### config.mk
export PLATFORM = sky130hd
export DESIGN_NAME = sdev_front
export DESIGN_NICKNAME = d
export VERILOG_FILES = /design/src/rtl/sample_standard_deviation_top_defines.svh /design/src/rtl/sdev_pkg.sv /design/src/rtl/sdev_front.sv
export SDC_FILE = /design/constraint.sdc
export NUM_CORES = 1
export LEC_CHECK = 0
export ABC_AREA = 1
export BUFFER_PORTS_ARGS = -buffer_cell sky130_fd_sc_hd__buf_2
export CORE_MARGIN = 2
export CORE_UTILIZATION = 48
export CTS_CLUSTER_DIAMETER = 60
export CTS_CLUSTER_SIZE = 16
export DETAILED_ROUTE_END_ITERATION = 10
export GPL_TIMING_DRIVEN = 0
export PLACE_DENSITY = 0.81
export SKIP_CTS_REPAIR_TIMING = 1
export SYNTH_ARGS = -nofsm -noshare
export SYNTH_HDL_FRONTEND = slang
export SYNTH_SLANG_ARGS = --single-unit
### constraint.sdc
create_clock -name clk -period 3.2 [get_ports clk]
set_input_delay 0.32 -clock clk [delete_from_list [all_inputs] [get_ports clk]]
set_output_delay 0.32 -clock clk [all_outputs]
set_load 0.005 [all_outputs]
### src/rtl/sample_standard_deviation_top_defines.svh
// Assertion macros shared by the checking code at the end of the top level.
`ifndef SAMPLE_STANDARD_DEVIATION_TOP_DEFINES_SVH
`define SAMPLE_STANDARD_DEVIATION_TOP_DEFINES_SVH

// Same-cycle implication on clk, off while arst_n is low.
`define SDEV_ASSERT_IMP(lbl, ante, cons, msg) \
	lbl: assert property (@(posedge clk) disable iff (!arst_n) (ante) |-> (cons)) \
		else $error(msg);

// Next-cycle implication on clk, off while arst_n is low.
`define SDEV_ASSERT_NXT(lbl, ante, cons, msg) \
	lbl: assert property (@(posedge clk) disable iff (!arst_n) (ante) |=> (cons)) \
		else $error(msg);

`endif

### src/rtl/sdev_pkg.sv
package sdev_pkg;

	// Sizing
	localparam int unsigned MAX_SAMPLES  = 1024;
	localparam int unsigned SAMPLE_WIDTH = 16;
	localparam int unsigned ADDR_W       = $clog2(MAX_SAMPLES);
	localparam int unsigned CNT_W        = $clog2(MAX_SAMPLES + 1);
	localparam int unsigned SUM_W        = SAMPLE_WIDTH + CNT_W;
	localparam int unsigned DIF_W        = SAMPLE_WIDTH + 1;
	localparam int unsigned SQ_W         = 2 * SAMPLE_WIDTH;
	localparam int unsigned SSD_W        = SQ_W + CNT_W;
	localparam int unsigned DIV_W        = SSD_W;
	localparam int unsigned DCNT_W       = $clog2(DIV_W + 1);
	localparam int unsigned ROOT_W       = (SSD_W + 1) / 2;
	localparam int unsigned RX_W         = 2 * ROOT_W;
	localparam int unsigned STD_W        = 16;
	localparam int unsigned STAT_W       = 2;
	localparam int unsigned QUEUE_DEPTH  = 2;
	localparam int unsigned QPTR_W       = $clog2(QUEUE_DEPTH);
	localparam int unsigned QCNT_W       = $clog2(QUEUE_DEPTH + 1);

	typedef enum logic [STAT_W-1:0] {
		STATUS_OK  = 2'd0,
		STATUS_ONE = 2'd1,
		STATUS_OVF = 2'd2
	} status_t;

	typedef struct packed {
		logic signed [SAMPLE_WIDTH-1:0] sample;
		logic                           last;
	} smp_item_t;

	typedef struct packed {
		logic [STD_W-1:0] std_dev;
		status_t          status;
	} res_item_t;

	// One finished set, handed from front to back
	typedef struct packed {
		logic [CNT_W-1:0]        count;
		logic signed [SUM_W-1:0] sum;
		logic                    ovf;
	} job_t;

	typedef struct packed {
		logic                    en;
		logic [ADDR_W-1:0]       addr;
		logic [SAMPLE_WIDTH-1:0] data;
	} ram_wr_t;

	typedef struct packed {
		logic empty;
		logic full;
	} q_stat_t;

	typedef struct packed {
		logic             start;
		logic [DIV_W-1:0] dividend;
		logic [CNT_W-1:0] divisor;
	} div_req_t;

	typedef struct packed {
		logic             done;
		logic [DIV_W-1:0] quotient;
	} div_rsp_t;

	typedef enum logic [2:0] {
		BK_IDLE,
		BK_CHECK,
		BK_MEAN,
		BK_ACC,
		BK_VAR,
		BK_ROOT,
		BK_DONE
	} back_state_t;

endpackage

### src/rtl/sdev_front.sv
module sdev_front (
	input  logic                clk,
	input  logic                arst_n,
	input  logic                smp_valid,
	output logic                smp_stall,
	input  sdev_pkg::smp_item_t smp_item,
	input  logic                hold,
	output sdev_pkg::ram_wr_t   wr,
	output logic                job_push,
	output sdev_pkg::job_t      job
);

	logic [sdev_pkg::CNT_W-1:0]        count_q;
	logic signed [sdev_pkg::SUM_W-1:0] sum_q;
	logic                              ovf_q;
	logic                              take;
	logic                              room;
	logic [sdev_pkg::CNT_W-1:0]        count_nx;
	logic signed [sdev_pkg::SUM_W-1:0] sum_nx;
	logic                              ovf_nx;

	assign smp_stall = hold;
	assign take      = smp_valid && !hold;
	assign room      = (count_q < sdev_pkg::CNT_W'(sdev_pkg::MAX_SAMPLES));

	// Classify the item: store it, or drop it and flag overflow
	always_comb begin
		count_nx = room ? count_q + sdev_pkg::CNT_W'(1) : count_q;
		sum_nx   = room ? sum_q + sdev_pkg::SUM_W'(smp_item.sample) : sum_q;
		ovf_nx   = ovf_q || !room;
		wr.en    = take && room;
		wr.addr  = count_q[sdev_pkg::ADDR_W-1:0];
		wr.data  = smp_item.sample;
		job_push = take && smp_item.last;
		job      = '{count: count_nx, sum: sum_nx, ovf: ovf_nx};
	end

	// Update set totals, clear them when a set is handed off
	always_ff @(posedge clk or negedge arst_n) begin
		if (!arst_n) begin
			count_q <= '0;
			sum_q   <= '0;
			ovf_q   <= 1'b0;
		end else if (take) begin
			if (smp_item.last) begin
				count_q <= '0;
				sum_q   <= '0;
				ovf_q   <= 1'b0;
			end else begin
				count_q <= count_nx;
				sum_q   <= sum_nx;
				ovf_q   <= ovf_nx;
			end
		end
	end

endmodule

== Word-level counts from Yosys, hierarchy flattened ==
Index checks and enable logic that the tools add are counted.

* Bits of input ports: 21
* Output and inout bits: 68
* Logic and storage cells: 17
* Flip-flop bits (word level): 39

* $add $sub $neg: 2
* Reductions and logical operators: 6
* Order comparisons: 1
* Mux-type cells: 5

{| class="wikitable"
|+ Operator list
! operator !! count
|-
| $mux 27 || 2
|-
| $add 27x16->27 || 1
|-
| $mux 11 || 2
|-
| $add 11x1->11 const B || 1
|-
| $lt 11x11->1 const B || 1
|-
| $logic_and 1x1->1 || 3
|-
| $logic_not 1->1 || 2
|-
| $logic_or 1x1->1 || 1
|-
| $mux 1 || 1
|}

== Depth between registers and ports, before layout ==
* Depth in word-level cells: 4
* Gate-level depth with buffers: 14
* Mapped depth without buffers: 14

== Worst setup path before layout ==
Ideal clock, no wire load.

* Path kind: register to output
* Start: register sum_q[0] (netlist name)
* End: output port job[5] (netlist name)
* Path slack: 1.076 ns
* Cell stages (with the launch flop): 10
* Data arrival time: 1.804 ns
* Required time: 2.880 ns
* Cell sequence: dfrtp_1 ha_1 fa_1 nand2_1 nand3_1 and2_1 or2_2 nand3_1 o21ai_0 inv_1

{| class="wikitable"
|+ RTL lines
! what !! line !! source
|-
| start, declared || sdev_front.sv:14 || <nowiki>logic signed [sdev_pkg::SUM_W-1:0] sum_q;</nowiki>
|-
| start signal, assigned || sdev_front.sv:51 || <nowiki>sum_q <= sum_nx;</nowiki>
|-
| end, declared || sdev_front.sv:10 || <nowiki>output sdev_pkg::job_t job</nowiki>
|}

==> metrics.md <==
| Metric | Value |
|---|---|
| Final Power | 2.91 mW |
| Vias | 4550 |
| Netlist cell types | 37 |
| Clock-pin slew on the worst setup and hold paths | approximately 0.10 ns |
| RR Endpoint | sum_q[4] |
| Max Buffers Root-to-Sink | 2 |
| Final Hold Viols | 0 |
| CTS Sinks | 39 |
| Top cell type's share of synthesized area | 0.236 |
| Seq pwr share | 0.236 |
| P per Cell Area | between 500 and 600 nW/µm² |
| Post-DP HPWL | 9410 µm |
| IO buf count | 88 |
| RSZ-0062 raised after global routing | no |
| Setup Skew | 0.0107 ns |
| Share of cells above drive strength 1 | 0.197 |
| Sequential cell area | 976 µm² |
| Top cell type by total area after synthesis | nand2_1 |
| Run status | completed |
| Gr ovfl total | 0 |
| Pins Over Slew Limit | 0 |
| DRT Pass-1 Iters | 5 |
| Vias in the first global route | about 4200 |
| RR Startpoint | sum_q[0] |
| Global-route wire length before repair | between 15000 and 20000 µm |
| Root buffer cell | clkbuf_8 |
| # DRC | 0 |
| Antenna violations before repair | 0 |
| Pint | between 1.5 and 2 mW |
| Fin crit share | 0.876 |
| WL/cell | approximately 13 µm |
| H-tree Lvls | 2 |
| Worst Hold Class | in -> async |
| Element type at the critical path end | primary output |
| Fraction of power spent switching nets | 0.483 |
| Initial drt markers | 285 |
| R2R Setup Slk | 0.97 ns |
| Die W | 99.1 µm |
| Core ar. | 8760 µm² |
| Largest net degree at the start of global routing | 40 |
| Crit path kind | reg -> out |
| Critical Path RT | 2.88 ns |
| Initial Util | 0.495 |
| Post-synthesis sequential area ratio | 0.225 |
| Net switching power | between 1 and 1.5 mW |
| Post-synthesis register bit count | 39 |
| Worst Max-Slew Pin Slew | 0.962 ns |
| Post-Syn Instances | 727 |
| CTS tree | done |
| Setup TNS | 0 ns |
| Routability Congestion | 0.967 |
| Post-layout min period | 2.80 ns |
| Top_reg_cell synth | dfrtp_1 |
| IO Pins | 89 |
| Post-Syn Area per Cell | around 6 µm² |
| Crit path launch | sum_q[0] |
| Total GRT Usage | 0.243 |
| Mapped cell area | 4340 µm² |
| Setup crit end | job[25] |
| Critical Path Fanout Max | 5 |
| Die height | 99.1 µm |
| Final nets | 871 |
| Later-pin clock latency in the skew report | between 0.3 and 0.4 ns |
| Row count | 34 |
| VDD IR max | about 0.30 mV |
| Clock power share | 0.132 |
| Area of the multi-input gates | ~2600 µm² |
| Die area | 9820 µm² |
| Ranking of synthesized cells by area | nand2_1, dfrtp_1, inv_1 |
| Logic pwr share | 0.631 |
| Synth warnings | 0 |
| Max-Cap Viols | 0 |
| Syn_nets | 776 |
| TritonCTS Buffers | 5 |
| Crit start category | register |
| Static leakage | 3.12 nW |
| Worst Path Arrival | 2.48 ns |
| Async set-reset flop share out of synthesis | 1.00 |
| Number of routed nets with antenna violations | 0 |
| Inserted Diodes | 0 |
| Fillcell total | 880 |
| R2R depth | 9 |
| Total wire length | 11700 µm |
| Worst slew margin | 0.359 |
| F_max | 357 MHz |
| Vias/cell | slightly below 5 |
| EDFF count, synth | 0 |
| Synthesis-to-layout area growth | 15.5% |
| Final Setup Violations | 0 |
-- flip-flops by register name, summed over array words and instances, names as in the netlist --
signal / cells
count_q: 11
sum_q: 27
ovf_q: 1
-- worst min path at each step --
stage | start | endpoint | slack, ns | cells past startpoint
global placement | sum_q[23] | sum_q[23] | 0.49 | 2
CTS | arst_n | sum_q[8] | 0.18 | 1
global route | arst_n | sum_q[10] | 0.23 | 1
detailed placement | sum_q[23] | sum_q[23] | 0.50 | 2
floorplan | arst_n | count_q[0] | 0.02 | 0
finish | arst_n | sum_q[8] | 0.15 | 1
-- cell usage after synthesis, types with 3 or more instances --
cell      count
o22ai_1       3
nor2_2        9
nand3_2       3
nor2_1       36
nand2_2       7
o21ai_1       3
a22o_1        6
or2_2         5
buf_4        29
nand3b_1      4
inv_2         3
nand3_1      48
nand4_1      11
or2_1         3
nand2_1     273
and2_1       12
o21ai_0      22
dfrtp_1      39
ha_1         27
buf_2         5
xor2_1       10
clkbuf_1      6
inv_1       132
a21oi_1      14
-- placed cells by master (no fill, tap or decap), types with 7 or more instances in the layout --
| cell type | netlist | final |
|---|---|---|
| nor2_1 | 36 | 36 |
| nor2_2 | 9 | 9 |
| buf_2 | 5 | 93 |
| xor2_1 | 10 | 10 |
| buf_4 | 29 | 29 |
| nand2_1 | 273 | 273 |
| o21ai_0 | 22 | 22 |
| dfrtp_1 | 39 | 39 |
| ha_1 | 27 | 27 |
| nand4_1 | 11 | 11 |
| nand3_1 | 48 | 48 |
| inv_1 | 132 | 132 |
| and2_1 | 12 | 12 |
| nand2_2 | 7 | 7 |
| a21oi_1 | 14 | 14 |
-- layer usage --
metal,vias to the layer above,part of all wire,global-route usage
met5,-,0,0
met4,0,0.023,0.0769
met3,19,0.062,0.0429
met2,145,0.44,0.381
met1,2004,0.48,0.341
li1,2382,-,-
-- power by group through the flow --
stage          Combinational (mW)  Sequential (mW)  Clock, mW
2_1_floorplan                1.28            0.670          0
3_3_place_gp                 1.80            0.693          0
3_5_place_dp                 1.82            0.694          0
4_1_cts                      1.83            0.686      0.393
5_1_grt                      2.09            0.704      0.414
6_report                     1.84            0.687      0.385
-- layout make-up --
cell class | instances | share of cell area
multi-input cells | 511 | 0.514
flip-flops and latches | 39 | 0.195
inverters | 136 | 0.102
repair buffers | 88 | 0.0878
plain buffers | 41 | 0.0551
well taps | 108 | 0.0269
clock buffers | 6 | 0.0165
clock inverters | 2 | 0.00324
-- metrics by stage --
stage	hold WS [ns]	instances	utilization	setup WS (ns)	cell area [µm²]
after floorplan	0.0244	727	-	1.08	4340
after global placement	0.494	923	0.561	0.714	4920
after detailed placement	0.495	923	0.561	0.692	4920
after CTS	0.178	931	0.572	0.396	5020
after global routing	0.235	931	0.572	0.202	5020
final	0.155	931	0.572	0.396	5020
-- logic make-up after synthesis --
logic type                 Yosys count  share of synthesized area
and+or+nand+nor                    416                      0.412
buffers and inverters              177                      0.181
AOI/OAI and AO/OA                   55                     0.0752
DFF                                 39                      0.225
adders and majority gates           28                     0.0824
xor gates and xnor gates            12                     0.0242
-- critical path, stage by stage, from the launching register on --
cell and delay, ns:
dfrtp_1 0.41, ha_1 0.26, fa_1 0.47, nand2_1 0.13
nand3_1 0.08, nand3_1 0.09, nand2_2 0.12, nand2_1 0.11
nand3_1 0.09, nand2_1 0.07, nand3_1 0.09, and2_1 0.16
buf_2 0.12
No activity file was read; power rests on OpenSTA's default activity.
