### config.mk
export PLATFORM = sky130hd
export DESIGN_NAME = sdev_back
export DESIGN_NICKNAME = d
export VERILOG_FILES = /design/src/rtl/sample_standard_deviation_top_defines.svh /design/src/rtl/sdev_pkg.sv /design/src/rtl/sdev_div.sv /design/src/rtl/sdev_back.sv
export SDC_FILE = /design/constraint.sdc
export NUM_CORES = 2
export LEC_CHECK = 0
export BUFFER_PORTS_ARGS = -buffer_cell sky130_fd_sc_hd__clkbuf_2
export CORE_ASPECT_RATIO = 1.25
export CORE_UTILIZATION = 55
export DETAILED_ROUTE_END_ITERATION = 8
export PLACE_DENSITY = 0.72
export SLEW_MARGIN = 0
export SYNTH_ARGS = -nofsm -noshare
export SYNTH_HDL_FRONTEND = slang
export SYNTH_SLANG_ARGS = --single-unit
### constraint.sdc
create_clock -name clk -period 17.15 [get_ports clk]
set_clock_uncertainty 0.1 [all_clocks]
set_input_delay 3.43 -clock clk [delete_from_list [all_inputs] [get_ports clk]]
set_output_delay 3.43 -clock clk [all_outputs]
set_load 0.05 [all_outputs]
### src/rtl/sample_standard_deviation_top_defines.svh
// Assertion macros shared by the checking code at the end of the top level.
`ifndef SAMPLE_STANDARD_DEVIATION_TOP_DEFINES_SVH
`define SAMPLE_STANDARD_DEVIATION_TOP_DEFINES_SVH

// Same-cycle implication on clk, off while arst_n is low.
`define SDEV_ASSERT_IMP(lbl, ante, cons, msg) \
	lbl: assert property (@(posedge clk) disable iff (!arst_n) (ante) |-> (cons)) \
		else $error(msg);

// Next-cycle implication on clk, off while arst_n is low.
`define SDEV_ASSERT_NXT(lbl, ante, cons, msg) \
	lbl: assert property (@(posedge clk) disable iff (!arst_n) (ante) |=> (cons)) \
		else $error(msg);

`endif

### src/rtl/sdev_pkg.sv
package sdev_pkg;

	// Sizing
	localparam int unsigned MAX_SAMPLES  = 1024;
	localparam int unsigned SAMPLE_WIDTH = 16;
	localparam int unsigned ADDR_W       = $clog2(MAX_SAMPLES);
	localparam int unsigned CNT_W        = $clog2(MAX_SAMPLES + 1);
	localparam int unsigned SUM_W        = SAMPLE_WIDTH + CNT_W;
	localparam int unsigned DIF_W        = SAMPLE_WIDTH + 1;
	localparam int unsigned SQ_W         = 2 * SAMPLE_WIDTH;
	localparam int unsigned SSD_W        = SQ_W + CNT_W;
	localparam int unsigned DIV_W        = SSD_W;
	localparam int unsigned DCNT_W       = $clog2(DIV_W + 1);
	localparam int unsigned ROOT_W       = (SSD_W + 1) / 2;
	localparam int unsigned RX_W         = 2 * ROOT_W;
	localparam int unsigned STD_W        = 16;
	localparam int unsigned STAT_W       = 2;
	localparam int unsigned QUEUE_DEPTH  = 2;
	localparam int unsigned QPTR_W       = $clog2(QUEUE_DEPTH);
	localparam int unsigned QCNT_W       = $clog2(QUEUE_DEPTH + 1);

	typedef enum logic [STAT_W-1:0] {
		STATUS_OK  = 2'd0,
		STATUS_ONE = 2'd1,
		STATUS_OVF = 2'd2
	} status_t;

	typedef struct packed {
		logic signed [SAMPLE_WIDTH-1:0] sample;
		logic                           last;
	} smp_item_t;

	typedef struct packed {
		logic [STD_W-1:0] std_dev;
		status_t          status;
	} res_item_t;

	// One finished set, handed from front to back
	typedef struct packed {
		logic [CNT_W-1:0]        count;
		logic signed [SUM_W-1:0] sum;
		logic                    ovf;
	} job_t;

	typedef struct packed {
		logic                    en;
		logic [ADDR_W-1:0]       addr;
		logic [SAMPLE_WIDTH-1:0] data;
	} ram_wr_t;

	typedef struct packed {
		logic empty;
		logic full;
	} q_stat_t;

	typedef struct packed {
		logic             start;
		logic [DIV_W-1:0] dividend;
		logic [CNT_W-1:0] divisor;
	} div_req_t;

	typedef struct packed {
		logic             done;
		logic [DIV_W-1:0] quotient;
	} div_rsp_t;

	typedef enum logic [2:0] {
		BK_IDLE,
		BK_CHECK,
		BK_MEAN,
		BK_ACC,
		BK_VAR,
		BK_ROOT,
		BK_DONE
	} back_state_t;

endpackage

### src/rtl/sdev_div.sv
module sdev_div (
	input  logic               clk,
	input  logic               arst_n,
	input  sdev_pkg::div_req_t req,
	output sdev_pkg::div_rsp_t rsp
);

	logic [sdev_pkg::DIV_W-1:0]  quo_q;
	logic [sdev_pkg::CNT_W-1:0]  rem_q;
	logic [sdev_pkg::CNT_W-1:0]  den_q;
	logic [sdev_pkg::DCNT_W-1:0] cnt_q;
	logic                        busy_q;
	logic                        done_q;
	logic [sdev_pkg::CNT_W:0]    shifted;
	logic [sdev_pkg::CNT_W:0]    diff;
	logic                        ge;

	// One restoring step: shift in the next dividend bit, subtract if it fits
	always_comb begin
		shifted = {rem_q, quo_q[sdev_pkg::DIV_W-1]};
		diff    = shifted - {1'b0, den_q};
		ge      = (shifted >= {1'b0, den_q});
	end

	assign rsp.done     = done_q;
	assign rsp.quotient = quo_q;

	// Count steps and flag completion
	always_ff @(posedge clk or negedge arst_n) begin
		if (!arst_n) begin
			cnt_q  <= '0;
			busy_q <= 1'b0;
			done_q <= 1'b0;
		end else begin
			done_q <= 1'b0;
			if (req.start) begin
				cnt_q  <= sdev_pkg::DCNT_W'(sdev_pkg::DIV_W);
				busy_q <= 1'b1;
			end else if (busy_q) begin
				cnt_q <= cnt_q - sdev_pkg::DCNT_W'(1);
				if (cnt_q == sdev_pkg::DCNT_W'(1)) begin
					busy_q <= 1'b0;
					done_q <= 1'b1;
				end
			end
		end
	end

	// Load operands, then step remainder and quotient
	always_ff @(posedge clk) begin
		if (req.start) begin
			quo_q <= req.dividend;
			den_q <= req.divisor;
			rem_q <= '0;
		end else if (busy_q) begin
			quo_q <= {quo_q[sdev_pkg::DIV_W-2:0], ge};
			rem_q <= ge ? diff[sdev_pkg::CNT_W-1:0] : shifted[sdev_pkg::CNT_W-1:0];
		end
	end

endmodule

### src/rtl/sdev_back.sv
module sdev_back (
	input  logic                           clk,
	input  logic                           arst_n,
	input  sdev_pkg::q_stat_t              q_stat,
	input  sdev_pkg::job_t                 job,
	output logic                           job_pop,
	output logic                           rd_en,
	output logic [sdev_pkg::ADDR_W-1:0]    rd_addr,
	input  logic [sdev_pkg::SAMPLE_WIDTH-1:0] rd_data,
	output logic                           busy,
	output logic                           res_valid,
	input  logic                           res_stall,
	output sdev_pkg::res_item_t            res_item
);

	sdev_pkg::back_state_t             state_q;
	sdev_pkg::back_state_t             state_nx;
	logic [sdev_pkg::CNT_W-1:0]        n_q;
	logic signed [sdev_pkg::SUM_W-1:0] sum_q;
	sdev_pkg::status_t                 status_q;
	logic signed [sdev_pkg::DIF_W-1:0] mean_q;
	logic [sdev_pkg::CNT_W-1:0]        rd_idx_q;
	logic                              rd_vld_s1;
	logic signed [sdev_pkg::DIF_W-1:0] diff_s2;
	logic                              vld_s2;
	logic [sdev_pkg::SQ_W-1:0]         sq_s3;
	logic                              vld_s3;
	logic [sdev_pkg::SSD_W-1:0]        ssd_q;
	logic [sdev_pkg::RX_W-1:0]         x_q;
	logic [sdev_pkg::RX_W-1:0]         res_q;
	logic [sdev_pkg::RX_W-1:0]         bit_q;
	logic                              res_valid_q;
	sdev_pkg::res_item_t               res_item_q;

	sdev_pkg::div_req_t                div_req;
	sdev_pkg::div_rsp_t                div_rsp;

	logic [sdev_pkg::SUM_W-1:0]        mag;
	logic [sdev_pkg::SUM_W-1:0]        mean_num;
	logic [sdev_pkg::DIF_W-1:0]        mq;
	logic signed [2*sdev_pkg::DIF_W-1:0] sq_full;
	logic                              acc_done;
	logic                              out_free;
	logic [sdev_pkg::RX_W-1:0]         root_try;
	logic                              root_ge;
	logic [sdev_pkg::STD_W-1:0]        std_val;

	sdev_div u_div (
		.clk    (clk),
		.arst_n (arst_n),
		.req    (div_req),
		.rsp    (div_rsp)
	);

	// Shared arithmetic terms
	always_comb begin
		mag      = sum_q[sdev_pkg::SUM_W-1] ? sdev_pkg::SUM_W'(-sum_q) : sdev_pkg::SUM_W'(sum_q);
		mean_num = mag + sdev_pkg::SUM_W'(n_q >> 1);
		mq       = div_rsp.quotient[sdev_pkg::DIF_W-1:0];
		sq_full  = diff_s2 * diff_s2;
		acc_done = (rd_idx_q == n_q) && !rd_vld_s1 && !vld_s2 && !vld_s3;
		out_free = !res_valid_q || !res_stall;
		root_try = res_q + bit_q;
		root_ge  = (x_q >= root_try);
		if (status_q != sdev_pkg::STATUS_OK) begin
			std_val = '0;
		end else if (res_q > sdev_pkg::RX_W'({sdev_pkg::STD_W{1'b1}})) begin
			std_val = '1;
		end else begin
			std_val = res_q[sdev_pkg::STD_W-1:0];
		end
	end

	// Next state
	always_comb begin
		state_nx = state_q;
		unique case (state_q)
			sdev_pkg::BK_IDLE:  if (!q_stat.empty) state_nx = sdev_pkg::BK_CHECK;
			sdev_pkg::BK_CHECK: begin
				state_nx = (status_q == sdev_pkg::STATUS_OK) ? sdev_pkg::BK_MEAN :
					sdev_pkg::BK_DONE;
			end
			sdev_pkg::BK_MEAN:  if (div_rsp.done) state_nx = sdev_pkg::BK_ACC;
			sdev_pkg::BK_ACC:   if (acc_done) state_nx = sdev_pkg::BK_VAR;
			sdev_pkg::BK_VAR:   if (div_rsp.done) state_nx = sdev_pkg::BK_ROOT;
			sdev_pkg::BK_ROOT:  if (bit_q == '0) state_nx = sdev_pkg::BK_DONE;
			sdev_pkg::BK_DONE:  if (out_free) state_nx = sdev_pkg::BK_IDLE;
			default:            state_nx = sdev_pkg::BK_IDLE;
		endcase
	end

	// Outputs of the sequencer
	always_comb begin
		job_pop          = (state_q == sdev_pkg::BK_IDLE) && !q_stat.empty;
		busy             = (state_q != sdev_pkg::BK_IDLE);
		rd_en            = (state_q == sdev_pkg::BK_ACC) && (rd_idx_q != n_q);
		rd_addr          = rd_idx_q[sdev_pkg::ADDR_W-1:0];
		div_req.start    = ((state_q == sdev_pkg::BK_CHECK) && (status_q == sdev_pkg::STATUS_OK))
			|| ((state_q == sdev_pkg::BK_ACC) && acc_done);
		if (state_q == sdev_pkg::BK_CHECK) begin
			div_req.dividend = sdev_pkg::DIV_W'(mean_num);
			div_req.divisor  = n_q;
		end else begin
			div_req.dividend = sdev_pkg::DIV_W'(ssd_q);
			div_req.divisor  = n_q - sdev_pkg::CNT_W'(1);
		end
	end

	// Control registers
	always_ff @(posedge clk or negedge arst_n) begin
		if (!arst_n) begin
			state_q     <= sdev_pkg::BK_IDLE;
			rd_vld_s1   <= 1'b0;
			vld_s2      <= 1'b0;
			vld_s3      <= 1'b0;
			res_valid_q <= 1'b0;
		end else begin
			state_q   <= state_nx;
			rd_vld_s1 <= rd_en;
			vld_s2    <= rd_vld_s1;
			vld_s3    <= vld_s2;
			if ((state_q == sdev_pkg::BK_DONE) && out_free) begin
				res_valid_q <= 1'b1;
			end else if (!res_stall) begin
				res_valid_q <= 1'b0;
			end
		end
	end

	// Datapath registers
	always_ff @(posedge clk) begin
		unique case (state_q)
			sdev_pkg::BK_IDLE: begin
				if (job_pop) begin
					n_q   <= job.count;
					sum_q <= job.sum;
					if (job.ovf) begin
						status_q <= sdev_pkg::STATUS_OVF;
					end else if (job.count < sdev_pkg::CNT_W'(2)) begin
						status_q <= sdev_pkg::STATUS_ONE;
					end else begin
						status_q <= sdev_pkg::STATUS_OK;
					end
				end
			end
			sdev_pkg::BK_CHECK: begin
				ssd_q    <= '0;
				rd_idx_q <= '0;
			end
			sdev_pkg::BK_MEAN: begin
				if (div_rsp.done) begin
					mean_q <= sum_q[sdev_pkg::SUM_W-1] ? -$signed(mq) : $signed(mq);
				end
			end
			sdev_pkg::BK_ACC: begin
				if (rd_en) begin
					rd_idx_q <= rd_idx_q + sdev_pkg::CNT_W'(1);
				end
				if (vld_s3) begin
					ssd_q <= ssd_q + sdev_pkg::SSD_W'(sq_s3);
				end
			end
			sdev_pkg::BK_VAR: begin
				if (div_rsp.done) begin
					x_q   <= sdev_pkg::RX_W'(div_rsp.quotient);
					res_q <= '0;
					bit_q <= sdev_pkg::RX_W'(1) << (sdev_pkg::RX_W - 2);
				end
			end
			sdev_pkg::BK_ROOT: begin
				if (bit_q != '0) begin
					if (root_ge) begin
						x_q   <= x_q - root_try;
						res_q <= (res_q >> 1) + bit_q;
					end else begin
						res_q <= res_q >> 1;
					end
					bit_q <= bit_q >> 2;
				end
			end
			sdev_pkg::BK_DONE: begin
			end
			default: begin
			end
		endcase
		// Deviation and square stages
		diff_s2 <= sdev_pkg::DIF_W'($signed(rd_data)) - mean_q;
		sq_s3   <= sq_full[sdev_pkg::SQ_W-1:0];
		// Load the output register
		if ((state_q == sdev_pkg::BK_DONE) && out_free) begin
			res_item_q <= '{std_dev: std_val, status: status_q};
		end
	end

	assign res_valid = res_valid_q;
	assign res_item  = res_item_q;

endmodule

# Yosys cells after proc, flatten, opt, wreduce, memory -nomap -nowiden
# Cells that the tools add are included.
totals:
  out_inout_bits: 32
  in_bits: 60
  elab_cells: 134
  ff_bits: 390
classes:
  n_reduce_logical: 32
  eq_ne: 20
  multipliers: 1
  add_sub_neg: 12
  n_mux: 41
  n_lt_le_gt_ge: 4
op_table:
  columns: ["op", "n"]
  rows:
  - ["44-bit two-way mux", 8]
  - ["44-bit one-hot mux with 2 select lines", 3]
  - ["43-bit two-way mux", 3]
  - ["43-bit one-hot mux with 2 select lines", 1]
  - ["54-bit two-way mux", 1]
  - ["43-bit by 44-bit adder with 44-bit output", 1]
  - ["44-bit adder", 1]
  - ["44-bit >= comparator", 1]
  - ["44-bit by 16-bit greater-than comparator with 1-bit output, second input constant", 1]
  - ["44-bit zero test", 1]
  - ["44-bit nonzero test", 1]
  - ["44-bit subtractor", 1]
  - ["43-bit by 32-bit adder with 43-bit output", 1]
  - ["17-bit by 17-bit multiplier with 32-bit output", 1]
  - ["27-bit by 10-bit adder with 27-bit output", 1]
  - ["27-bit two-way mux", 1]
  - ["27-bit negation", 1]
  - ["11-bit two-way mux", 2]
  - ["11-bit one-hot mux with 2 select lines", 1]
  - ["3-bit two-way mux", 7]
  - ["3-bit one-hot mux with 7 select lines", 1]
  - ["17-bit two-way mux", 1]
  - ["17-bit negation", 1]
  - ["16-bit by 17-bit subtractor with 17-bit output", 1]
  - ["28 further kinds", 68]

# Longest topological paths before layout
logic_depth:
  depth_word: 7
  ltp_mapped: 26
  depth_no_buf: 25

# Cells and area by module
# A second synthesis with hierarchy kept.
hier_totals:
  hier_cells: 3494
  area_unflattened_um2: 33320.7
modules_own_cells:
  columns: ["module", "area_per_inst_um2", "cells_each", "seq_area_each_um2", "n_inst"]
  rows:
  - ["sdev_back", 29638.4, 3197, 8313.0, 1]
  - ["sdev_div", 3682.3, 297, 2042.0, 1]

# Worst setup path after synthesis
# OpenSTA, ideal clock, no wires.
synth_timing:
  path_type: "reg-to-reg"
  startpoint: "register state_q[0]"
  endpoint: "register x_q[0] in the netlist's numbering (enable)"
  path_stages_with_launch: 5
  path_slack_ns: 3.913
  period_less_slack_ns: 13.237
  path_buffers: 1
  arrival_time_ns: 12.732
  cell_sequence: "dfrtp_1 clkbuf_1 nor2_1 a2111oi_0 o21a_1"
synth_between:
  elab_chain_len: 3
  elab_cells_between_ends: 7
synth_lines:
  columns: ["element", "line_no", "source"]
  rows:
  - ["start: declaration", "sdev_back.sv:16", "sdev_pkg::back_state_t state_q;"]
  - ["start signal: assignment", "sdev_back.sv:112", "state_q <= sdev_pkg::BK_IDLE;"]
  - ["start signal: assignment", "sdev_back.sv:118", "state_q <= state_nx;"]
  - ["3-bit == test", "sdev_back.sv:132", "unique case (state_q)"]
  - ["2-bit != test (no line), or another cell as far along", null, null]
  - ["4-bit AND reduction (no line) *", null, null]
  - ["end signal: assignment", "sdev_back.sv:165", "x_q <= sdev_pkg::RX_W'(div_rsp.quotient);"]
  - ["end signal: assignment", "sdev_back.sv:173", "x_q <= x_q - root_try;"]
  - ["end: declaration", "sdev_back.sv:29", "logic [sdev_pkg::RX_W-1:0] x_q;"]
# Every way passes the cells marked *; elsewhere a longest branch is shown, timed or not.
# A chain may end at the register's enable or synchronous reset.

# Final worst setup path
layout_timing:
  startpoint: "input port q_stat[1] in the netlist's numbering"
  endpoint: "output port job_pop"
layout_between:
  elab_chain_len: 2
layout_lines:
  columns: ["element", "line_no", "source"]
  rows:
  - ["start: declaration", "sdev_back.sv:4", "input sdev_pkg::q_stat_t q_stat,"]
  - ["1-bit zero test", "sdev_back.sv:94", "job_pop = (state_q == sdev_pkg::BK_IDLE) && !q_stat.empty;"]
  - ["1-bit logical AND", "sdev_back.sv:94", null]
  - ["end: declaration", "sdev_back.sv:6", "output logic job_pop,"]
# Every way passes these cells.

==> results.md <==
- Sequential cell area fraction in the yosys report: 31.6%
- Endpoints failing setup: 0
- Worst-path clk slew: 0.06 ns
- Drc violations: 2
- Final wirelength: between 70000 and 80000 um
- CTS Buf Count: 42
- Kind of path behind the tightest hold check: reg -> reg
- Worst-Skew Late Latency: roughly 0.60 ns
- H-tree depth: 2
- Netlist cell types: 87
- Initial antenna violation count: 2
- Util after Layout: about 60%
- Placed insts: 4185
- Die width: 220 um
- Final GP Congestion: about 0.9
- Post-CTS sizing: 0
- Slew headroom: around a fifth
- Status: finished, violations left
- Avg WL per Cell: 18.1 um
- Fill cells: 5013
- Endpoints failing hold: 0
- Maximum clock path buffer count: 3
- Crit-path most repeated cell: clkbuf_2
- CTS Root Cell: clkbuf_16
- Ys async rst share: 4.09%
- Most frequent cells in the layout: inv_1 (434), nand2_1 (311), edfxtp_1 (293), nor2_1 (270), fa_1 (261)
- Post-CTS setup buffer count: 0
- First-pass GRT wire length: 125000 um
- Synth-to-layout area growth: 8.28%
- Number of global-route vias before repair: between 20k and 25k
- Critical path peak fanout: 41
- PortBufs: 90
- Worst-path cell with the longest stage delay: buf_4
- Critical path class: in -> out
- Flops & latches, synth: 367
- Yosys Warn Count: 0
- RSZ-0062 raised after global routing: no
- Slew @ Worst Pin: 1.21 ns
- TritonRoute pass-1 iters: 7
- Post-layout minimum cycle time: 8.00 ns
- Cells after Synth: 3418
- DP Wirelength: 59400 um
- GR Util All Layers: 26.4%
- Max Slew Vio Count: 0
- FP Rows: 99
- Max-cap viol count: 0
- Total grt overflow: 0
- Final Non-Filler Cells: around 4.3k
- Setup TNS: 0 ns
- Synth Flop Type: edfxtp_1
- Crit end category: primary output
- Failing checks: DRC
- Most common cell after layout, fill and taps aside: inv_1
- Bufs and invs on worst path: 3
- Post-route ant nets: 0
- Cts-stage hold buffer count: 0
- Avg Inst Size Synth: 9.57 um2
- Die Area: 60500 um2
- WP data required: 13.62 ns
- Post-Synthesis Net Count: 3987
- Area after DPL: between 30000 and 40000 um2
- Crit path cell chain: clkbuf_2 -> nor2_4 -> buf_4 -> clkbuf_2
- Area of the mapped netlist: 32700 um2
- Final Cycle Share: between 40% and 50%
- Final instance area: 35400 um2
- Layout cells sized above 1: 6.27%
- Startpoint Class: input port
- Post-synth EDFFs: 293
- Largest net degree at the start of global routing: 53
- Starting Density: a little under three fifths
- Drt first-iter violations: 1549
- CTS tree: done
- Die Y: 275 um
- Reg2Reg Setup Slack: 9.92 ns
- Vias per std cell: 5.70
- Critical Path AT: 4.47 ns
- Nets: slightly above 4k
- Core ar.: 58600 um2
- # IOs: between 90 and 100
- CP delay by family, top: buffers and inverters
- Clock Sinks: 367
- Vias: 24.3k
- Crit-path max cell delay: roughly 0.44 ns
- F_max: 125 MHz
cell type report:
| type | count | area [um2] | area share, % |
|---|---|---|---|
| flip-flops and latches | 367 | 10400 | 29.2 |
| diodes | 1 | 2.50 | 0.00706 |
| multi-input cells | 2512 | 20400 | 57.4 |
| inverters | 437 | 1640 | 4.63 |
| well taps | 757 | 947 | 2.67 |
| repair buffers | 112 | 616 | 1.74 |
| clock buffers | 44 | 1060 | 2.99 |
| clock inverters | 34 | 462 | 1.30 |
cells by family (layout without fill, tap and decap cells):
| family | count (synthesis) | count (layout) | synth area share (%) |
|---|---|---|---|
| other cells | 0 | 1 | 0 |
| fa+ha+maj | 509 | 509 | 25.4 |
| simple gates | 991 | 991 | 14.6 |
| buf+inv | 539 | 627 | 6.32 |
| mux | 17 | 17 | 0.531 |
| flops | 367 | 367 | 31.6 |
| xor+xnor | 313 | 313 | 8.38 |
| compound gates | 682 | 682 | 13.1 |
cell usage after synthesis, types with 59 or more instances:
library cell / n / area, um2
xor2_1: 126 / 1100
ha_1: 248 / 3100
dfxtp_1: 59 / 1180
clkbuf_1: 84 / 315
nor2_1: 271 / 1020
fa_1: 261 / 5230
o21ai_0: 153 / 766
nand2_1: 313 / 1170
a21oi_1: 167 / 836
a31oi_1: 64 / 400
inv_1: 434 / 1630
xnor2_1: 187 / 1640
and2_1: 94 / 588
edfxtp_1: 293 / 8800
flip-flops by register name (all words and copies together), names as in the netlist, 2 cells and up:
register     cells
res_item        18
u_div.cnt_q      6
ssd_q           43
mean_q          17
rd_idx_q        11
state_q          3
bit_q           22
status_q         2
u_div.quo_q     43
res_q           44
sq_s3           31
sum_q           27
u_div.rem_q     11
diff_s2         17
n_q             11
u_div.den_q     11
x_q             44
metal layers:
| metal | global-route usage (%) | share of wire (%) |
|---|---|---|
| met1 | 31.9 | 40 |
| met2 | 46.5 | 50 |
| met3 | 3.57 | 4.7 |
| met4 | 12.0 | 4.7 |
| met5 | 0 | 0.018 |
path summary, 6_finish.rpt:
check,start,to,depth (start not counted)
min,vld_s2,vld_s3,0
max in group asynchronous,arst_n,u_div.cnt_q[2],1
max reg2reg,diff_s2[5],sq_s3[31],23
min in group asynchronous,arst_n,rd_vld_s1,1
min reg2reg,vld_s2,vld_s3,0
max,q_stat[1],job_pop,4
metrics by stage:
stage / hold WS, ns / worst slack, ns
6_report: 0.286 / 9.15
5_1_grt: 0.311 / 9.08
4_1_cts: 0.291 / 9.14
3_5_place_dp: 0.262 / 9.14
3_3_place_gp: 0.257 / 9.15
2_1_floorplan: 0.255 / 3.91
Power is left out: the tool's default activity adds up to more than one toggle a clock period on the data nets, which glitch-free logic cannot reach.
