## src/rtl/sample_standard_deviation_top_defines.svh

```systemverilog
// Assertion macros shared by the checking code at the end of the top level.
`ifndef SAMPLE_STANDARD_DEVIATION_TOP_DEFINES_SVH
`define SAMPLE_STANDARD_DEVIATION_TOP_DEFINES_SVH

// Same-cycle implication on clk, off while arst_n is low.
`define SDEV_ASSERT_IMP(lbl, ante, cons, msg) \
	lbl: assert property (@(posedge clk) disable iff (!arst_n) (ante) |-> (cons)) \
		else $error(msg);

// Next-cycle implication on clk, off while arst_n is low.
`define SDEV_ASSERT_NXT(lbl, ante, cons, msg) \
	lbl: assert property (@(posedge clk) disable iff (!arst_n) (ante) |=> (cons)) \
		else $error(msg);

`endif

```

## src/rtl/sdev_pkg.sv

```systemverilog
package sdev_pkg;

	// Sizing
	localparam int unsigned MAX_SAMPLES  = 1024;
	localparam int unsigned SAMPLE_WIDTH = 16;
	localparam int unsigned ADDR_W       = $clog2(MAX_SAMPLES);
	localparam int unsigned CNT_W        = $clog2(MAX_SAMPLES + 1);
	localparam int unsigned SUM_W        = SAMPLE_WIDTH + CNT_W;
	localparam int unsigned DIF_W        = SAMPLE_WIDTH + 1;
	localparam int unsigned SQ_W         = 2 * SAMPLE_WIDTH;
	localparam int unsigned SSD_W        = SQ_W + CNT_W;
	localparam int unsigned DIV_W        = SSD_W;
	localparam int unsigned DCNT_W       = $clog2(DIV_W + 1);
	localparam int unsigned ROOT_W       = (SSD_W + 1) / 2;
	localparam int unsigned RX_W         = 2 * ROOT_W;
	localparam int unsigned STD_W        = 16;
	localparam int unsigned STAT_W       = 2;
	localparam int unsigned QUEUE_DEPTH  = 2;
	localparam int unsigned QPTR_W       = $clog2(QUEUE_DEPTH);
	localparam int unsigned QCNT_W       = $clog2(QUEUE_DEPTH + 1);

	typedef enum logic [STAT_W-1:0] {
		STATUS_OK  = 2'd0,
		STATUS_ONE = 2'd1,
		STATUS_OVF = 2'd2
	} status_t;

	typedef struct packed {
		logic signed [SAMPLE_WIDTH-1:0] sample;
		logic                           last;
	} smp_item_t;

	typedef struct packed {
		logic [STD_W-1:0] std_dev;
		status_t          status;
	} res_item_t;

	// One finished set, handed from front to back
	typedef struct packed {
		logic [CNT_W-1:0]        count;
		logic signed [SUM_W-1:0] sum;
		logic                    ovf;
	} job_t;

	typedef struct packed {
		logic                    en;
		logic [ADDR_W-1:0]       addr;
		logic [SAMPLE_WIDTH-1:0] data;
	} ram_wr_t;

	typedef struct packed {
		logic empty;
		logic full;
	} q_stat_t;

	typedef struct packed {
		logic             start;
		logic [DIV_W-1:0] dividend;
		logic [CNT_W-1:0] divisor;
	} div_req_t;

	typedef struct packed {
		logic             done;
		logic [DIV_W-1:0] quotient;
	} div_rsp_t;

	typedef enum logic [2:0] {
		BK_IDLE,
		BK_CHECK,
		BK_MEAN,
		BK_ACC,
		BK_VAR,
		BK_ROOT,
		BK_DONE
	} back_state_t;

endpackage

```

## src/rtl/sdev_fifo.sv

```systemverilog
module sdev_fifo (
	input  logic            clk,
	input  logic            arst_n,
	input  logic            push,
	input  sdev_pkg::job_t  push_job,
	input  logic            pop,
	output sdev_pkg::job_t  head,
	output sdev_pkg::q_stat_t stat
);

	sdev_pkg::job_t                    mem_q [sdev_pkg::QUEUE_DEPTH];
	logic [sdev_pkg::QPTR_W-1:0]       wr_ptr_q;
	logic [sdev_pkg::QPTR_W-1:0]       rd_ptr_q;
	logic [sdev_pkg::QCNT_W-1:0]       cnt_q;
	logic                              do_push;
	logic                              do_pop;

	assign stat.empty = (cnt_q == '0);
	assign stat.full  = (cnt_q == sdev_pkg::QCNT_W'(sdev_pkg::QUEUE_DEPTH));
	assign do_push    = push && !stat.full;
	assign do_pop     = pop && !stat.empty;
	assign head       = mem_q[rd_ptr_q];

	// Advance pointers and fill level
	always_ff @(posedge clk or negedge arst_n) begin
		if (!arst_n) begin
			wr_ptr_q <= '0;
			rd_ptr_q <= '0;
			cnt_q    <= '0;
		end else begin
			if (do_push) begin
				wr_ptr_q <= (wr_ptr_q == sdev_pkg::QPTR_W'(sdev_pkg::QUEUE_DEPTH - 1)) ?
					'0 : wr_ptr_q + sdev_pkg::QPTR_W'(1);
			end
			if (do_pop) begin
				rd_ptr_q <= (rd_ptr_q == sdev_pkg::QPTR_W'(sdev_pkg::QUEUE_DEPTH - 1)) ?
					'0 : rd_ptr_q + sdev_pkg::QPTR_W'(1);
			end
			if (do_push && !do_pop) begin
				cnt_q <= cnt_q + sdev_pkg::QCNT_W'(1);
			end else if (do_pop && !do_push) begin
				cnt_q <= cnt_q - sdev_pkg::QCNT_W'(1);
			end
		end
	end

	// Store the pushed job
	always_ff @(posedge clk) begin
		if (do_push) begin
			mem_q[wr_ptr_q] <= push_job;
		end
	end

endmodule

```

## config.mk

```make
export PLATFORM = sky130hd
export DESIGN_NAME = sdev_fifo
export DESIGN_NICKNAME = d
export VERILOG_FILES = /design/src/rtl/sample_standard_deviation_top_defines.svh /design/src/rtl/sdev_pkg.sv /design/src/rtl/sdev_fifo.sv
export SDC_FILE = /design/constraint.sdc
export NUM_CORES = 1
export LEC_CHECK = 0
export BUFFER_PORTS_ARGS = -buffer_cell sky130_fd_sc_hd__buf_2
export CAP_MARGIN = 20
export CORE_ASPECT_RATIO = 0.5
export CORE_UTILIZATION = 45
export CTS_BUF_LIST = sky130_fd_sc_hd__clkbuf_8 sky130_fd_sc_hd__clkbuf_16
export DETAILED_ROUTE_END_ITERATION = 7
export PLACE_DENSITY = 0.67
export SKIP_LAST_GASP = 1
export SLEW_MARGIN = 20
export SYNTH_ARGS = -nofsm -noshare
export SYNTH_HDL_FRONTEND = slang
export SYNTH_SLANG_ARGS = --single-unit
```

## constraint.sdc

```tcl
create_clock -name clk -period 3 [get_ports clk]
set_input_delay 0.15 -clock clk [delete_from_list [all_inputs] [get_ports clk]]
set_output_delay 0.15 -clock clk [all_outputs]
set_load 0.02 [all_outputs]
```

# Word level (Yosys, flattened, before mapping)
# Memories as Yosys holds them, arrays and structs flattened.
# Cells that the tools add are included.
[classes] n_reduce_logical=10 add_sub_neg=4 n_mux=6 n_eq_ne=1
[ops] cell="$logic_and 1x1->1" count=4
[ops] cell="$logic_not 1->1" count=4
[ops] cell="$mux 1" count=4
[ops] cell="$mux 2" count=2
[ops] cell="$add 1x1->1 const B" count=2
[ops] cell="$add 2x1->2 const B" count=1
[ops] cell="$eq 2x2->1 const B" count=1
[ops] cell="$logic_not 2->1" count=1
[ops] cell="$reduce_bool 2->1" count=1
[ops] cell="$sub 2x1->2 const B" count=1
[word_totals] n_memories=1 regBits=4 ram_bits=78 wordCells=25
[mem_list] memory="mem_q" depth=2 width=39 rd=1 rd_clocked_by_memory_dff=0 wr=1 line_no="sdev_fifo.sv:11" rtl="sdev_pkg::job_t mem_q [sdev_pkg::QUEUE_DEPTH];"

# Longest topological paths before layout
# Gate-level depths: netlist of run 1.
[depth] depth_word=7 depth_mapped=7

# Worst setup path after synthesis of run 1
# Ideal clock, no wire load.
[synth_timing] path_type="flip-flop to flip-flop" from="register cnt_q[0] in the netlist's numbering" to="memory mem_q[0][0] in the netlist's numbering (enable)" required_time_ns=2.565 slack_ns=0.272 arrival_time_ns=2.293 stages_incl_launch_ff=4 cell_sequence="dfrtp_1 -> nand2b_1 -> nand2_1 -> nor2_1"
[synth_via] elab_chain_len=5
[synth_lines] item="start, declared" line_no="sdev_fifo.sv:14" rtl="logic [sdev_pkg::QCNT_W-1:0] cnt_q;"
[synth_lines] item="start signal, assigned" line_no="sdev_fifo.sv:40" rtl="cnt_q <= cnt_q + sdev_pkg::QCNT_W'(1);"
[synth_lines] item="start signal, assigned" line_no="sdev_fifo.sv:42" rtl="cnt_q <= cnt_q - sdev_pkg::QCNT_W'(1);"
[synth_lines] item="$eq 2x2->1" line_no="sdev_fifo.sv:19" rtl="assign stat.full = (cnt_q == sdev_pkg::QCNT_W'(sdev_pkg::QUEUE_DEPTH));"
[synth_lines] item="$logic_not 1->1" line_no="sdev_fifo.sv:20" rtl="assign do_push = push && !stat.full;"
[synth_lines] item="$logic_and 1x1->1" line_no="sdev_fifo.sv:20"
[synth_lines] item="$mux 1" line_no="sdev_fifo.sv:49" rtl="if (do_push) begin"
[synth_lines] item="$mux 1 (not written as such)" line_no="sdev_fifo.sv:50" rtl="mem_q[wr_ptr_q] <= push_job;"
[synth_lines] item="end, declared" line_no="sdev_fifo.sv:11"
# No other way between the ends.

==> out/results.md, run 1 <==
| Metric | This run |
| --- | --- |
| Final worst clock skew | 4.93 ps |
| Setup TNS | 0 ps |
| Data arrival, critical path | 1880 ps |
| Startpoint class of the critical path | register |
| Final Hold Violating Endpoints | 0 |
| Post-cts resize count | 0 |
| Final critical path time including I/O delays and setup | 2030 ps |
| Clock latency on the worst-skew pair | 320 ps |
| Reg clk slew, reported paths | 60 ps |
| Final Instance Count excl. Fillers | 326 |
| Total length of routed wires | 4.83 mm |
| Pin count of the biggest net entering global routing | 41 |
| Tightest slew margin relative to the limit | 36.4% |
| Final Hold Slack | 13.0 ps |
| First-pass iteration count of the detailed router | 4 |
| Total congestion overflow after global routing | 0 |
| Transition time of the tightest slew-check pin | 954 ps |
| YS warnings | 0 |
| Std cell rows | 20 |
| Pwr per Cell Area | 1030 mW/mm2 |
| Peak Freq | 0.494 GHz |
| Critical Path RT | 2850 ps |
| Share of post-route cells with drive strength above 1 | 58.8% |
| Crit path capture type | primary output |
| Worst min-delay path class | in2reg |
| Die area | 0.00703 mm2 |
| Placed Cells incl. Taps | 308 |
| Delay contributed by the slowest stage of the critical path | 950 ps |
| Number of endpoints failing setup at the final stage | 0 |
| Horizontal die dimension | 118 um |
| Inserted Clock Buffers | 9 |
| Max-cap viol count | 0 |
| Final Cycle Share | 67.5% |
| Detailed-route vias per instance | 4.71 |
| Routed WL per cell | 14.8 um |
| Global-route wire length before repair | 7.55 mm |
| Slowest-stage cell, CP | sky130_fd_sc_hd__dfrtp_2 |
| Clk root buf | sky130_fd_sc_hd__clkbuf_16 |
| Maximum fanout along the worst path | 40 |
| Finished layout cell area | 0.00383 mm2 |
| Number of library cell types mapped by synthesis | 13 |
| Dpl cell area | 0.00352 mm2 |
| Remaining DRCs | 0 |
| Number of global-route vias before repair | 1590 |
| Synthesized area divided by synthesized cell count | 21.5 um2 |
| Total power after layout | 3.94 mW |
| Cell breakdown of the critical path | mux2_2, buf_2 |
| Static Leakage | 1.47 nW |
| Post-synthesis sequential element count | 82 |
| Final layout net count | 277 |
| IR Drop Worst-Case VDD | 0.000496 V |
| Antenna Cells | 0 |
| Initial antenna violation count | 0 |
| Family of cells with the greatest summed delay on the critical path | flip-flops |
| Final HPWL from detailed placement | 3.02 mm |
| Area fraction of the dominant cell type after synthesis | 77.9% |
| Net Count, Synth | 184 |
| GRT Overall Usage | 14.8% |
| Antenna Violating Nets Remaining | 0 |
| Proportion of synthesized chip area in sequential cells | 81.2% |
| Cell Area, Synth | 0.00301 mm2 |
| Cell count after synthesis | 140 |
| Top Ports | 84 |
| Relative area change from synthesis to final layout | 27.3% |
| Die extent in y | 59.8 um |
| Post-synthesis cell type with the largest combined area | sky130_fd_sc_hd__edfxtp_1 |
| Post-CTS setup buffer count | 0 |
| Hold-fix buffer count after cts | 1 |
| Clock tree sinks | 82 |
| Number of buffers on the longest clock path | 2 |
| Placeable core region | 0.00626 mm2 |
| Total count of max-transition violations in the final report | 0 |
| Setup repair after global routing missed its margin | no |
| Initial Utilization | 48.1% |
| TritonCTS clock tree | built |
| Total buffers and inverters traversed by the critical path | 1 |
| Violation count after the first detailed-routing iteration | 38 |
| Via count | 1535 |
| Most area-consuming cells after synthesis | sky130_fd_sc_hd__edfxtp_1, sky130_fd_sc_hd__mux2_2, sky130_fd_sc_hd__dfrtp_1, sky130_fd_sc_hd__buf_4, sky130_fd_sc_hd__xnor2_1 |
| Crit Path Class | reg2out |
| Number of levels the H-tree was split into | 3 |
| Placer congestion estimate | 0.738 |
| Run status | finished, final reports clean |
| Number of buffers inserted by port buffering | 83 |
==> cell families after synthesis <==
logic type,Yosys count,share of synthesized area (%)
and+or+nand+nor,6,0.915
buffers and inverters,6,1.25
AOI/OAI and AO/OA,1,0.166
muxes,39,14.6
adders and majority gates,1,0.416
DFF,82,81.2
xor gates and xnor gates,5,1.46
==> stage by stage <==
| stage | setup slack (ps) | util (%) |
|---|---|---|
| 5_1_grt | 874 | 61.2 |
| 2_1_floorplan | 272 | - |
| 3_5_place_dp | 1150 | 56.3 |
| 4_1_cts | 940 | 61.0 |
| 3_3_place_gp | 1220 | 56.3 |
| 6_report | 974 | 61.2 |
==> power breakdown <==
group	total [mW]	internal [mW]	switching, mW
Clock	1.03	0.634	0.396
Sequential	1.75	1.57	0.178
Combinational	1.16	0.493	0.663
Total	3.94	2.70	1.24
==> flip-flops by register name, summed over array words and instances (netlist names) <==
signal	cells
rd_ptr_q	1
cnt_q	2
wr_ptr_q	1
mem_q	78
==> cells in the final DEF, fill, tap and decap left out, types with 2 or more instances in the layout <==
cell / instances
sky130_fd_sc_hd__inv_1: 4
sky130_fd_sc_hd__dfrtp_1: 3
sky130_fd_sc_hd__mux2_2: 39
sky130_fd_sc_hd__xnor2_1: 3
sky130_fd_sc_hd__nor2_1: 2
sky130_fd_sc_hd__clkinv_2: 2
sky130_fd_sc_hd__clkinvlp_4: 2
sky130_fd_sc_hd__buf_2: 83
sky130_fd_sc_hd__clkbuf_16: 9
sky130_fd_sc_hd__xor2_1: 2
sky130_fd_sc_hd__edfxtp_1: 78
sky130_fd_sc_hd__dlygate4sd3_1: 2
==> per-layer routing <==
layer	global-route usage, %	routed length (um)	up-vias
met5	0	0	-
met4	7.69	77	0
met3	5.15	255	9
met2	26.1	2520	45
met1	16.5	1980	750
li1	-	-	731
==> Yosys cell counts <==
cell type and n:
sky130_fd_sc_hd__and3_1 1, sky130_fd_sc_hd__buf_4 4, sky130_fd_sc_hd__dfrtp_1 4, sky130_fd_sc_hd__edfxtp_1 78
sky130_fd_sc_hd__ha_1 1, sky130_fd_sc_hd__inv_1 2, sky130_fd_sc_hd__mux2_2 39, sky130_fd_sc_hd__nand2_1 1
sky130_fd_sc_hd__nand2b_1 1, sky130_fd_sc_hd__nor2_1 3, sky130_fd_sc_hd__o21ai_1 1, sky130_fd_sc_hd__xnor2_1 3
sky130_fd_sc_hd__xor2_1 2
==> path summary, 6_finish.rpt <==
path / startpoint / endpoint / slack, ps / depth (start not counted)
worst max-delay path: rd_ptr_q$_DFFE_PN0P_ / head[31] / 970 / 2
worst min-delay path: push_job[34] / mem_q[1][34]$_DFFE_PP_ / 10 / 1
worst max register to register: cnt_q[0]$_DFFE_PN0P_ / mem_q[1][4]$_DFFE_PP_ / 1160 / 2
worst min register to register: cnt_q[1]$_DFFE_PN0P_ / cnt_q[1]$_DFFE_PN0P_ / 540 / 1
max in group asynchronous: arst_n / rd_ptr_q$_DFFE_PN0P_ / 2690 / 2
min in group asynchronous: arst_n / wr_ptr_q$_DFFE_PN0P_ / 180 / 2
==> final cells by class <==
cell class | instances | area, um2
Sequential cell | 82 | 2440
Fill cell | 497 | 2430
Multi-Input combinational cell | 52 | 537
Timing Repair Buffer | 86 | 443
Clock buffer | 9 | 225
Tap cell | 88 | 110
Clock inverter | 7 | 62.6
Inverter | 2 | 7.51
(Power assumes the default switching activity.)
==> inputs of run 2 (changes only) <==
clock period = 1.9 ns   (was 3 ns; I/O delays follow)
==> run 2 against run 1 <==
Against the previous run: die area stayed put; critical path depth is 1 higher; clock skew is 1.0 ps higher; non-clock buffer count is 40 higher; first-iteration DRC count is 71% higher; wire length is 4.0% higher; setup slack worse by 780 ps; final cell count is 12% higher; sequential power is 50% higher; largest cell class unchanged.
==> out/results.md, run 2 (same netlist as run 1, synthesis figures left out) <==
| Metric | This run | Change |
| --- | --- | --- |
| Initial Utilization | 48.1% | unchanged |
| Inserted Clock Buffers | 9 | unchanged |
| Post-cts resize count | 0 | unchanged |
| Combinational share of power | 32.4% | was 29.4% |
| Proportion of power drawn by the clock network | 27.3% | was 26.2% |
| Setup TNS | 0 ps | unchanged |
| Most used cells in the layout excluding fill and tap cells | sky130_fd_sc_hd__buf_2, sky130_fd_sc_hd__edfxtp_1, sky130_fd_sc_hd__dlygate4sd3_1, sky130_fd_sc_hd__mux2_2, sky130_fd_sc_hd__clkbuf_16 | was sky130_fd_sc_hd__buf_2, sky130_fd_sc_hd__edfxtp_1, sky130_fd_sc_hd__mux2_2, sky130_fd_sc_hd__clkbuf_16, sky130_fd_sc_hd__inv_1 |
| Horizontal die dimension | 118 um | unchanged |
| Total length of routed wires | 5.03 mm | was 4.83 mm |
| Max-cap viol count | 0 | unchanged |
| First-pass iteration count of the detailed router | 4 | unchanged |
| Placeable core region | 0.00626 mm2 | unchanged |
| Critical Path RT | 1800 ps | was 2850 ps |
| Pwr per Cell Area | 1520 mW/mm2 | was 1030 mW/mm2 |
| Total count of max-transition violations in the final report | 0 | unchanged |
| Die area | 0.00703 mm2 | unchanged |
| Reg clk slew, reported paths | 50 ps | was 60 ps |
| Placer congestion estimate | 0.745 | was 0.738 |
| Reg2Reg Setup Slack | 330 ps | was 1160 ps |
| Flip-flop count of the largest register after layout | 78 | unchanged |
| Placed Cells incl. Taps | 310 | was 308 |
| Total congestion overflow after global routing | 0 | unchanged |
| Crit Path Class | reg2out | unchanged |
| Number of buffers inserted by port buffering | 83 | unchanged |
| Final Hold Violating Endpoints | 0 | unchanged |
| Number of buffers on the longest clock path | 2 | unchanged |
| Startpoint of the worst setup timing path | rd_ptr_q$_DFFE_PN0P_ | unchanged |
| Tightest slew margin relative to the limit | 85.1% | was 36.4% |
| Final critical path time including I/O delays and setup | 1700 ps |  |
| Final layout net count | 317 | was 277 |
| Endpoint of the worst setup timing path | head[38] | was head[31] |
| Number of global-route vias before repair | 1730 | was 1590 |
| Detailed-route vias per instance | 4.60 | was 4.71 |
| Remaining DRCs | 0 | unchanged |
| Worst min-delay path class | in2async | was in2reg |
| Final Cycle Share | 89.7% |  |
| Hold-fix buffer count after cts | 40 | was 1 |
| Dpl cell area | 0.00357 mm2 | was 0.00352 mm2 |
| Total internal power | 4.56 mW | was 2.70 mW |
| Endpoint of the lowest-slack register-to-register path | cnt_q[1]$_DFFE_PN0P_ | was mem_q[1][4]$_DFFE_PP_ |
| Register name with the most flops | mem_q | unchanged |
| Startpoint class of the critical path | register | unchanged |
| Crit path capture type | primary output | unchanged |
| Beginning of the worst register-to-register path | cnt_q[0]$_DFFE_PN0P_ | unchanged |
| TritonCTS clock tree | built | unchanged |
| Maximum fanout along the worst path | 33 | was 40 |
| Switching Fraction | 30.1% | was 31.4% |
| Number of levels the H-tree was split into | 3 | unchanged |
| IR Drop Worst-Case VDD | 0.000964 V | was 0.000496 V |
| Final Util | 68.6% | was 61.2% |
| Finished layout cell area | 0.00429 mm2 | was 0.00383 mm2 |
| Clock tree sinks | 82 | unchanged |
| Final HPWL from detailed placement | 3.03 mm | was 3.02 mm |
| Global-route wire length before repair | 8.16 mm | was 7.55 mm |
| Registers with the most flip-flops | mem_q: 78 flops, cnt_q: 2 flops | unchanged |
| Via count | 1682 | was 1535 |
| Proportion of power drawn by flip-flops and latches | 40.4% | was 44.5% |
| Violation count after the first detailed-routing iteration | 65 | was 38 |
| Number of cells on the worst reg-to-reg path | 7 | was 2 |
| Antenna Violating Nets Remaining | 0 | unchanged |
| Combined area of the multi-input logic cells | 537 um2 | unchanged |
| Run status | finished, final reports clean | unchanged |
| Flip-flop and latch area | 0.00244 mm2 | unchanged |
| Transition time of the tightest slew-check pin | 222 ps | was 954 ps |
| Relative area change from synthesis to final layout | 42.6% | was 27.3% |
| Std cell rows | 20 | unchanged |
| Most frequent standard cell in the layout excluding fill and tap cells | sky130_fd_sc_hd__buf_2 | unchanged |
| Antenna Cells | 0 | unchanged |
| Top Ports | 84 | unchanged |
| Static Leakage | 1.67 nW | was 1.47 nW |
| Clk root buf | sky130_fd_sc_hd__clkbuf_16 | unchanged |
| Data arrival, critical path | 1610 ps | was 1880 ps |
| Post-CTS setup buffer count | 0 | unchanged |
| Net switching power | 1.97 mW | was 1.24 mW |
| Number of fill cells | 451 | was 497 |
| Final Instance Count excl. Fillers | 366 | was 326 |
| Pin count of the biggest net entering global routing | 40 | was 41 |
| Number of endpoints failing setup at the final stage | 0 | unchanged |
| Peak Freq | 0.587 GHz |  |
| GRT Overall Usage | 15.9% | was 14.8% |
| Total power after layout | 6.52 mW | was 3.94 mW |
| Clock latency on the worst-skew pair | 330 ps | was 320 ps |
| Initial antenna violation count | 0 | unchanged |
| Routed WL per cell | 13.7 um | was 14.8 um |
| Final worst clock skew | 5.95 ps | was 4.93 ps |
| Setup repair after global routing missed its margin | no | unchanged |
| Share of post-route cells with drive strength above 1 | 50.7% | was 58.8% |
| Die extent in y | 59.8 um | unchanged |
[run 2: cell types whose count changed in the layout (fill, tap and decap cells not counted)]
cell                            previous run  this run
sky130_fd_sc_hd__bufinv_16                 1         2
sky130_fd_sc_hd__buf_4                     1         0
sky130_fd_sc_hd__clkinvlp_4                2         0
sky130_fd_sc_hd__inv_1                     4         5
sky130_fd_sc_hd__dlygate4sd3_1             2        40
sky130_fd_sc_hd__clkinv_2                  2         1
sky130_fd_sc_hd__clkbuf_8                  0         1
sky130_fd_sc_hd__buf_12                    0         3
[run 2: stage by stage]
| stage | hold WS (ps) | setup WS (ps) |
|---|---|---|
| floorplan | -201 | 231 |
| global placement | -95.6 | 421 |
| detailed placement | -90.8 | 330 |
| CTS | 87.3 | 170 |
| global route | 107 | 127 |
| finish | 107 | 196 |
[run 2: metal layers]
metal / vias up / GRT usage [%] / wire length, um / part of all wire [%]
met1: 824 / 17.3 / 1990 / 40
li1: 808 / - / - / -
met3: 7 / 6.49 / 282 / 5.6
met2: 43 / 28.7 / 2690 / 53
met5: - / 0 / 0 / 0
met4: 0 / 6.59 / 70 / 1.4
[run 2: worst min-delay path by stage]
| stage | start | end | slack (ps) | cells past startpoint |
|---|---|---|---|---|
| 5_1_grt | arst_n | wr_ptr_q$_DFFE_PN0P_ | 110 | 2 |
| 4_1_cts | arst_n | cnt_q[0]$_DFFE_PN0P_ | 90 | 2 |
| 6_report | arst_n | cnt_q[0]$_DFFE_PN0P_ | 110 | 2 |
| 3_5_place_dp | arst_n | cnt_q[0]$_DFFE_PN0P_ | -90 | 1 |
| 3_3_place_gp | arst_n | cnt_q[0]$_DFFE_PN0P_ | -100 | 1 |
| 2_1_floorplan | arst_n | cnt_q[0]$_DFFE_PN0P_ | -200 | 0 |
[run 2: layout make-up]
class,count,share of cell area [%]
clock buffer,10,5.57
clock inverter,6,1.78
inverter,2,0.175
multi-input combinational,52,12.5
sequential,82,57.0
tap,88,2.57
timing repair buffer,126,20.4
[run 2: power by group through the flow]
stage,Combinational [mW],Clock (mW),Sequential [mW]
global placement,2.06,0,2.64
finish,2.11,1.78,2.63
CTS,2.15,1.82,2.64
global route,2.26,1.89,2.68
floorplan,1.47,0,2.61
detailed placement,2.08,0,2.67
[run 2: worst max-delay path, cell delays in order, from the launching register on]
cell and delay, ps:
sky130_fd_sc_hd__dfrtp_2 490, sky130_fd_sc_hd__buf_12 250, sky130_fd_sc_hd__mux2_2 370, sky130_fd_sc_hd__buf_2 160
